<file path="config.mk">
export PLATFORM = sky130hd
export DESIGN_NAME = cfwf_ctrl
export DESIGN_NICKNAME = d
export VERILOG_FILES = /design/src/design/contiguous_first_worst_fit_allocator_defines.svh /design/src/design/cfwf_pkg.sv /design/src/design/cfwf_ctrl.sv
export SDC_FILE = /design/constraint.sdc
export NUM_CORES = 1
export LEC_CHECK = 0
export BUFFER_PORTS_ARGS = -buffer_cell sky130_fd_sc_hd__buf_2
export CAP_MARGIN = 10
export CORE_AREA = 2 2 39 41
export CTS_CLUSTER_SIZE = 25
export DETAILED_ROUTE_END_ITERATION = 8
export DIE_AREA = 0 0 41 43
export PLACE_DENSITY = 0.69
export SETUP_SLACK_MARGIN = 0.3
export SYNTH_ARGS = -nofsm -noshare
export SYNTH_HDL_FRONTEND = slang
export SYNTH_SLANG_ARGS = --single-unit
</file>
<file path="constraint.sdc">
create_clock -name clk -period 1.6 [get_ports clk]
set_input_delay 0.4 -clock clk [delete_from_list [all_inputs] [get_ports clk]]
set_output_delay 0.4 -clock clk [all_outputs]
set_load 0.01 [all_outputs]
</file>
<file path="src/design/contiguous_first_worst_fit_allocator_defines.svh">
// ----------------------------------------------------------------------------
// contiguous first/worst fit allocator - assertion macros
// Shared property wrappers for the allocator checks, clocked on clk and
// disabled while arst_n is low.
// ----------------------------------------------------------------------------
`ifndef CONTIGUOUS_FIRST_WORST_FIT_ALLOCATOR_DEFINES_SVH
`define CONTIGUOUS_FIRST_WORST_FIT_ALLOCATOR_DEFINES_SVH

// same-cycle implication
`define CFWF_ASSERT_IMPLIES(label, ante, cons, msg) \
	label: assert property (@(posedge clk) disable iff (!arst_n) (ante) |-> (cons)) \
		else $error(msg);

// next-cycle implication
`define CFWF_ASSERT_NEXT(label, ante, cons, msg) \
	label: assert property (@(posedge clk) disable iff (!arst_n) (ante) |=> (cons)) \
		else $error(msg);

`endif

</file>
<file path="src/design/cfwf_pkg.sv">
// ----------------------------------------------------------------------------
// cfwf_pkg
// Constants, status codes and controller/datapath types of the contiguous
// cell allocator.
// ----------------------------------------------------------------------------
`default_nettype none

package cfwf_pkg;

	localparam int MEM_CELLS = 1024;
	localparam int MAX_PROCS = 128;
	localparam int ADDR_W    = $clog2(MEM_CELLS);
	localparam int CNT_W     = ADDR_W + 1;
	localparam int PIDX_W    = $clog2(MAX_PROCS);
	localparam int FIELD_W   = 11;
	localparam int ID_W      = 7;
	localparam int STATUS_W  = 3;
	localparam int POLICY_W  = 2;
	localparam int CFG_IDX_W = 1;

	localparam logic [STATUS_W-1:0] STS_ALLOC   = 3'd0;
	localparam logic [STATUS_W-1:0] STS_NOFIT   = 3'd1;
	localparam logic [STATUS_W-1:0] STS_FREED   = 3'd2;
	localparam logic [STATUS_W-1:0] STS_NOTLIVE = 3'd3;
	localparam logic [STATUS_W-1:0] STS_LIVE    = 3'd4;

	localparam logic [CFG_IDX_W-1:0] REG_TOTAL_CELLS = 1'd0;
	localparam logic [CFG_IDX_W-1:0] REG_FIT_POLICY  = 1'd1;

	localparam logic [POLICY_W-1:0] POLICY_LARGEST = 2'd1;

	localparam logic [FIELD_W-1:0]  RESET_TOTAL  = 11'd1024;
	localparam logic [POLICY_W-1:0] RESET_POLICY = 2'd2;

	typedef struct packed {
		logic                clr_step;
		logic                load;
		logic                res_set;
		logic [STATUS_W-1:0] res_code;
		logic                mark_freed;
		logic                free_commit;
		logic                scan_begin;
		logic                scan_step;
		logic                alloc_commit;
		logic                claim_step;
		logic                fscan_step;
		logic                out_load;
	} cmd_t;

	typedef struct packed {
		logic clr_last;
		logic func_free;
		logic id_ok;
		logic id_live;
		logic scan_done;
		logic hole_found;
		logic size_zero;
		logic claim_last;
		logic fscan_done;
		logic out_busy;
	} sts_t;

endpackage

`default_nettype wire

</file>
<file path="src/design/cfwf_ctrl.sv">
// ----------------------------------------------------------------------------
// cfwf_ctrl
// Sequencer of the allocator: map clearing after reset, request decode, hole
// scan, claim sweep, release sweep and result hand-off.
// ----------------------------------------------------------------------------
`default_nettype none

module cfwf_ctrl (
	input  wire logic           clk,
	input  wire logic           arst_n,
	input  wire logic           in_valid,
	output logic                in_ready,
	input  wire cfwf_pkg::sts_t sts,
	output cfwf_pkg::cmd_t      cmd
);

	localparam logic [2:0] S_CLEAR  = 3'd0;
	localparam logic [2:0] S_IDLE   = 3'd1;
	localparam logic [2:0] S_DECIDE = 3'd2;
	localparam logic [2:0] S_SCAN   = 3'd3;
	localparam logic [2:0] S_CLAIM  = 3'd4;
	localparam logic [2:0] S_FREE   = 3'd5;
	localparam logic [2:0] S_FINISH = 3'd6;

	logic [2:0] state_q;
	logic [2:0] state_d;

	assign in_ready = (state_q == S_IDLE);

	always_comb begin
		cmd     = '0;
		state_d = state_q;
		case (state_q)
			S_CLEAR: begin
				cmd.clr_step = 1'b1;
				if (sts.clr_last) begin
					state_d = S_IDLE;
				end
			end
			S_IDLE: begin
				if (in_valid) begin
					cmd.load = 1'b1;
					state_d  = S_DECIDE;
				end
			end
			S_DECIDE: begin
				cmd.res_set = 1'b1;
				state_d     = S_FINISH;
				if (sts.func_free) begin
					cmd.mark_freed = 1'b1;
					if (sts.id_ok && sts.id_live) begin
						cmd.res_code    = cfwf_pkg::STS_FREED;
						cmd.free_commit = 1'b1;
						cmd.scan_begin  = 1'b1;
						state_d         = S_FREE;
					end else begin
						cmd.res_code = cfwf_pkg::STS_NOTLIVE;
					end
				end else if (!sts.id_ok) begin
					cmd.res_code = cfwf_pkg::STS_NOFIT;
				end else if (sts.id_live) begin
					cmd.res_code = cfwf_pkg::STS_LIVE;
				end else begin
					cmd.res_set    = 1'b0;
					cmd.scan_begin = 1'b1;
					state_d        = S_SCAN;
				end
			end
			S_SCAN: begin
				cmd.scan_step = 1'b1;
				if (sts.scan_done) begin
					cmd.res_set = 1'b1;
					if (sts.hole_found) begin
						cmd.res_code     = cfwf_pkg::STS_ALLOC;
						cmd.alloc_commit = 1'b1;
						state_d          = sts.size_zero ? S_FINISH : S_CLAIM;
					end else begin
						cmd.res_code = cfwf_pkg::STS_NOFIT;
						state_d      = S_FINISH;
					end
				end
			end
			S_CLAIM: begin
				cmd.claim_step = 1'b1;
				if (sts.claim_last) begin
					state_d = S_FINISH;
				end
			end
			S_FREE: begin
				cmd.fscan_step = 1'b1;
				if (sts.fscan_done) begin
					state_d = S_FINISH;
				end
			end
			S_FINISH: begin
				// wait for the result register to drain
				if (!sts.out_busy) begin
					cmd.out_load = 1'b1;
					state_d      = S_IDLE;
				end
			end
			default: begin
				state_d = S_IDLE;
			end
		endcase
	end

	always_ff @(posedge clk or negedge arst_n) begin
		if (!arst_n) begin
			state_q <= S_CLEAR;
		end else begin
			state_q <= state_d;
		end
	end

endmodule

`default_nettype wire

</file>
==> results.cfg, run 1 <==
[run_status]
outcome = finished, violations left
violations = negative setup slack

[timing]
final-setup-viol-count = 10
relSlewSlack_pct = 82.35
finalClockSkew_ps = 1.743
rsz0062_at_grt = true
period_needed_ps = 1673
setup_ws_ps = -73.35
max_freq_ghz = 0.5976
fin_crit_sh_pct = 104.6
slew_viol_final = 0
hold_viol = 0
worst_pin_slew_ps = 264.5

[critical_path]
worstReg2RegStart = state_q[1]$_DFFE_PN0P_
crit_fanout = 7
critPathKind = flip-flop to primary output
r2r_setup_slack_ps = 110
critPathLaunch = state_q[0]$_DFFE_PN0P_
required_ps = 1200
worstSetupEndpointType = primary output
startpoint_type = flip-flop
critPathArrivalTime_ps = 1270

[global_routing]
grt_use_met1_pct = 24.76
grt_antenna_before_repair = 0
grt_first_pass_wirelength_um = 2235
gr-total-overflow = 0
grt_pass1_vias = 521
grt_max_degree = 11
grt_usage_pct = 18.17
grtUsageMet3_pct = 3.141
use_met2_pct = 27.81
busiest_layer = met2

[layout]
antennaDiodeCount = 0
areaGrowthSynthToFinish_pct = 118.8
top_regs = state_q (3)
final_cells = 123
drive_gt1_share_pct = 70.09
fin_nets = 121
largest-register = state_q
largest_reg_flops = 3

[yosys]
synth_edf_count = 0
syn_inst = 60
synthTopCellsByCount = nor2_1 (6), inv_1 (5), nor3_1 (5)
ys_top_cells_by_area = dfrtp_1 (17%), buf_6 (10%), nor3_1 (5.7%)
synth_top_cell_area_share_pct = 17.05
ys_warn_count = 0
synth_seq_cells = 3
synth_flop_cell = dfrtp_1
ys_seq_area_share_pct = 17.05
yosys.area.top_type = dfrtp_1
synthArstFlopShare_pct = 100.0
syn_avg_cell_area_um2 = 7.340
synth_cell_types = 28
synth.cell_area_um2 = 440.4
yosysMostFrequentCell = nor2_1
syn_nets = 73

[cts]
clock-sinks = 3
clk_latency_ps = 230
htreeDepth = 1
cts_root_buffer = clkbuf_4
cts_buffer_depth = 2
cts_inserted_buffers = 3
cts_tree = yes
clkTransAtPathRegs_ps = 40

[route]
postRouteAntennaNets = 0
vias_per_cell = 5.106
drtPass1Iterations = 4
drt_wl_total_um = 1782
wl_per_cell_um = 14.49
drt-initial-drc-count = 13
drcViolationCount = 0
vias = 628

[pwr]
powerDensity_nw_per_um2 = 1920
finalPower_mw = 1.849
p_int_mw = 1.040
pwr-share-comb_pct = 82.6
sequentialPowerShare_pct = 10.0
total_leakage_power_nw = 0.4627
vdd.ir_drop.worst_v = 0.001099
switching_share_pct = 43.78
clkPwrFrac_pct = 7.3
p_sw_uw = 809.7

[placed_design]
place_inst = 108
gp_congestion = 0.7851
dp_hpwl_um = 1003
port_buffers = 27

[job]
drv_cap = 0

[floorplanning]
start_util_pct = 31.83
die_height_um = 43
coreArea_um2 = 1384
ios = 28
die-area_um2 = 1763
rows = 14
chipWidth_um = 41

[worst_hold_path]
hold_path_class = primary input to asynchronous set/reset pin
## final cells by class
type / count / area [um^2]
inverters: 5 / 26.28
well taps: 16 / 20.02
multi-input cells: 47 / 437.9
flip-flops and latches: 3 / 76.32
fillers: 103 / 420.4
repair buffers: 48 / 376.6
clock buffers: 4 / 26.28
## per-layer routing
layer	vias to the layer above	wire, um
met1	293	759
met5	-	0
met2	23	932
met4	0	10
li1	310	-
met3	2	79
## power by group through the flow
| stage | Sequential, mW | Clock (mW) | Combinational [mW] |
|---|---|---|---|
| finish | 0.186 | 0.136 | 1.53 |
| global route | 0.191 | 0.145 | 1.63 |
| CTS | 0.182 | 0.137 | 1.13 |
| detailed placement | 0.168 | 0 | 0.978 |
| global placement | 0.167 | 0 | 0.975 |
| floorplan | 0.146 | 0 | 0.755 |
## what timing repair did
item                       4_1_cts  5_1_grt
hold endpoints to repair         3        0
setup buffers                    2        8
hold buffers                     1        0
gates resized for setup         17       21
pin swaps                        4        6
setup endpoints to repair       18       18
## worst max-delay path, cell delays in order, from the launching register on
cell and delay [ps]:
dfrtp_2 480, buf_6 140, nand2b_4 70, nor2_4 80, and3_4 170, buf_6 90
## cell usage in the layout, fill, tap and decap left out
| master | synthesis | final |
|---|---|---|
| a21boi_2 | 0 | 1 |
| a21oi_1 | 3 | 2 |
| a21oi_4 | 0 | 1 |
| a22oi_1 | 1 | 1 |
| a2bb2oi_2 | 0 | 1 |
| a31oi_1 | 3 | 3 |
| and2_4 | 0 | 1 |
| and3_4 | 0 | 2 |
| buf_12 | 0 | 1 |
| buf_2 | 0 | 22 |
| buf_4 | 1 | 10 |
| buf_6 | 4 | 13 |
| buf_8 | 0 | 1 |
| clkbuf_1 | 0 | 1 |
| clkbuf_4 | 0 | 3 |
| dfrtp_1 | 3 | 2 |
| dfrtp_2 | 0 | 1 |
| dlygate4sd3_1 | 0 | 1 |
| inv_1 | 5 | 4 |
| inv_8 | 0 | 1 |
| mux2_4 | 1 | 1 |
| nand2_1 | 4 | 4 |
| nand2b_4 | 1 | 3 |
| nor2_1 | 6 | 3 |
| nor2_2 | 0 | 1 |
| nor2_4 | 0 | 2 |
| nor2b_1 | 3 | 2 |
| nor2b_4 | 0 | 1 |
| nor3_2 | 0 | 3 |
| nor3_4 | 0 | 2 |
| nor3b_2 | 0 | 1 |
| nor4_4 | 0 | 2 |
| o21ai_1 | 0 | 4 |
| o22a_2 | 1 | 1 |
| o22ai_1 | 1 | 1 |
| o2bb2ai_1 | 1 | 1 |
| o32a_1 | 1 | 1 |
| o32ai_1 | 1 | 1 |
| xnor2_1 | 1 | 1 |
## cells by family after synthesis
family | after synthesis | synth area share (%)
and+or+nand+nor | 27 | 33.81
AOI/OAI and AO/OA | 18 | 27.56
buffers and inverters | 10 | 16.19
DFF | 3 | 17.05
xor gates and xnor gates | 1 | 1.989
muxes | 1 | 3.408
## path summary, 6_finish.rpt
| kind | endpoint | depth (start not counted) |
|---|---|---|
| max in group asynchronous | state_q[0]$_DFFE_PN0P_ | 2 |
| worst max register to register | state_q[1]$_DFFE_PN0P_ | 5 |
| worst max-delay path | cmd[3] | 5 |
| worst min register to register | state_q[2]$_DFFE_PN0P_ | 2 |
| min in group clk | state_q[0]$_DFFE_PN0P_ | 3 |
| worst min-delay path | state_q[0]$_DFFE_PN0P_ | 2 |
## stage by stage
| stage | hold WS, ps | cell area (um^2) | worst slack (ps) | utilization (%) | setup TNS (ps) |
|---|---|---|---|---|---|
| 6_report | 492.0 | 963.4 | -73.35 | 69.62 | -391.0 |
| 5_1_grt | 506.9 | 963.4 | -115.0 | 69.62 | -963.5 |
| 4_1_cts | 460.6 | 812.0 | -63.21 | 58.68 | -291.7 |
| 3_5_place_dp | 196.5 | 690.7 | 74.48 | 49.91 | 0 |
| 3_3_place_gp | 195.6 | 690.7 | 74.49 | 49.91 | 0 |
| 2_1_floorplan | 104.4 | 516.7 | 163.7 | - | 0 |
Power figures use the tool's default switching activity.
==> run 2, diff against run 1 <==
--- a/config.mk
+++ b/config.mk
@@ -11,7 +11,6 @@
 export CTS_CLUSTER_SIZE = 25
 export DETAILED_ROUTE_END_ITERATION = 8
 export DIE_AREA = 0 0 41 43
-export PLACE_DENSITY = 0.69
 export SETUP_SLACK_MARGIN = 0.3
 export SYNTH_ARGS = -nofsm -noshare
 export SYNTH_HDL_FRONTEND = slang
==> run 2 against run 1 <==
  * The flow still finishes with violations (negative setup slack)
  * Sequential power rose by 12%
  * Largest power group unchanged
  * Combinational power barely moved
  * Final area rose by 0.65%
  * Maximum frequency fell by 3.9%
  * Clock skew rose by 3.8 ps
  * Register-to-register slack got worse by 140 ps
==> results.cfg, run 2 (synthesis results as in run 1) <==
[timing]
rsz0062_at_grt = true
setup_tns_ps = -924.5
slew_viol_final = 0
finalClockSkew_ps = 5.536
holdWs_ps = 468.9
max_freq_ghz = 0.5740
setup_ws_ps = -142.1
worst_pin_slew_ps = 301.7
fin_crit_sh_pct = 108.9
final-setup-viol-count = 13
relSlewSlack_pct = 79.83
period_needed_ps = 1742
hold_viol = 0

[critical_path]
required_ps = 1200
startpoint_type = flip-flop
critPathKind = flip-flop to primary output
worstSetupEndpointType = primary output
critPathLaunch = state_q[2]$_DFFE_PN0P_
worstReg2RegStart = state_q[1]$_DFFE_PN0P_
critPathArrivalTime_ps = 1340
crit_fanout = 4

[route]
vias = 630
drcViolationCount = 0
drt_wl_total_um = 1748
postRouteAntennaNets = 0
drt-initial-drc-count = 12
vias_per_cell = 5.000
wl_per_cell_um = 13.87
drtPass1Iterations = 4

[run_status]
outcome = finished, violations left
violations = negative setup slack

[placed_design]
gp_congestion = 0.7943
placed_cell_area_um2 = 698.2
port_buffers = 27
dp_hpwl_um = 1099

[layout]
multi_input_area_um2 = 420.4
top_regs = state_q (3)
fin_util_pct = 70.07
n_fill_cell = 108
fin_nets = 124
antennaDiodeCount = 0
largest_reg_flops = 3
regArea_um2 = 77.57
design_area_um2 = 969.7
final_common_cell = buf_2
drive_gt1_share_pct = 70.91
largest-register = state_q
final_cell_mix = buf_2 (22), buf_6 (13), buf_4 (13)
areaGrowthSynthToFinish_pct = 120.2

[worst_hold_path]
hold_path_class = primary input to asynchronous set/reset pin

[floorplanning]
start_util_pct = 31.83
die-area_um2 = 1763
rows = 14
ios = 28
die_height_um = 43
chipWidth_um = 41
coreArea_um2 = 1384

[cts]
clkTransAtPathRegs_ps = 40
cts_tree = yes
clock-sinks = 3
cts_inserted_buffers = 3
cts_buffer_depth = 2
htreeDepth = 1
clk_latency_ps = 250
cts_root_buffer = clkbuf_4

[pwr]
total_leakage_power_nw = 0.4737
vdd.ir_drop.worst_v = 0.0008183
powerDensity_nw_per_um2 = 1929

[global_routing]
grt_max_degree = 11
grt_antenna_before_repair = 0
grt_pass1_vias = 564
grt_usage_pct = 20.70
grt_first_pass_wirelength_um = 2504
gr-total-overflow = 0

[job]
drv_cap = 0
run 2: per-layer routing:
layer | track usage, % | share of wire [%] | vias to the layer above
li1 | - | - | 315
met1 | 26.03 | 39 | 286
met2 | 32.19 | 53 | 21
met3 | 2.618 | 4.4 | 8
met4 | 11.33 | 3.2 | 0
met5 | 0 | 0 | -
run 2: per-stage QoR:
step | power, mW | instances | setup slack (ps)
5_1_grt | 1.995 | 126 | -171.1
3_5_place_dp | 1.178 | 109 | 50.82
2_1_floorplan | 0.9012 | 60 | 163.7
3_3_place_gp | 1.168 | 109 | 63.39
4_1_cts | 1.622 | 120 | -104.6
6_report | 1.870 | 126 | -142.1
run 2: path summary, 6_finish.rpt:
path                       cells after the start                     end  slack [ps]
min                                            2  state_q[0]$_DFFE_PN0P_         470
max                                            5                  cmd[3]        -140
min in group clk                               3  state_q[0]$_DFFE_PN0P_         490
min reg2reg                                    3  state_q[0]$_DFFE_PN0P_         810
max in group asynchronous                      2  state_q[1]$_DFFE_PN0P_        1010
max reg2reg                                    6  state_q[1]$_DFFE_PN0P_         -30
run 2: worst max-delay path: stages, from the launching register on:
cell and delay, ps:
dfrtp_1 430, buf_6 140, nand2b_4 160, nor2_4 90, and3_4 170, buf_6 90
run 2: final cells by class:
class	instances	area share, %
Multi-Input combinational cell	47	43.35
Timing Repair Buffer	51	41.16
Sequential cell	3	8.000
Clock buffer	4	2.710
Inverter	5	2.710
Tap cell	16	2.065
run 2: power by group:
part           switching (mW)  internal [mW]  leakage, nW  total, mW
Combinational           0.665          0.851        0.425       1.52
Sequential             0.0868          0.123       0.0336      0.209
Clock                  0.0512         0.0942       0.0150      0.145
run 2: what timing repair did:
action,CTS,global route
hold buffers,1,0
setup buffers,6,6
pin swaps,7,5
hold endpoints to repair,3,0
endpoints found under the setup margin,18,18
resized for setup,21,13
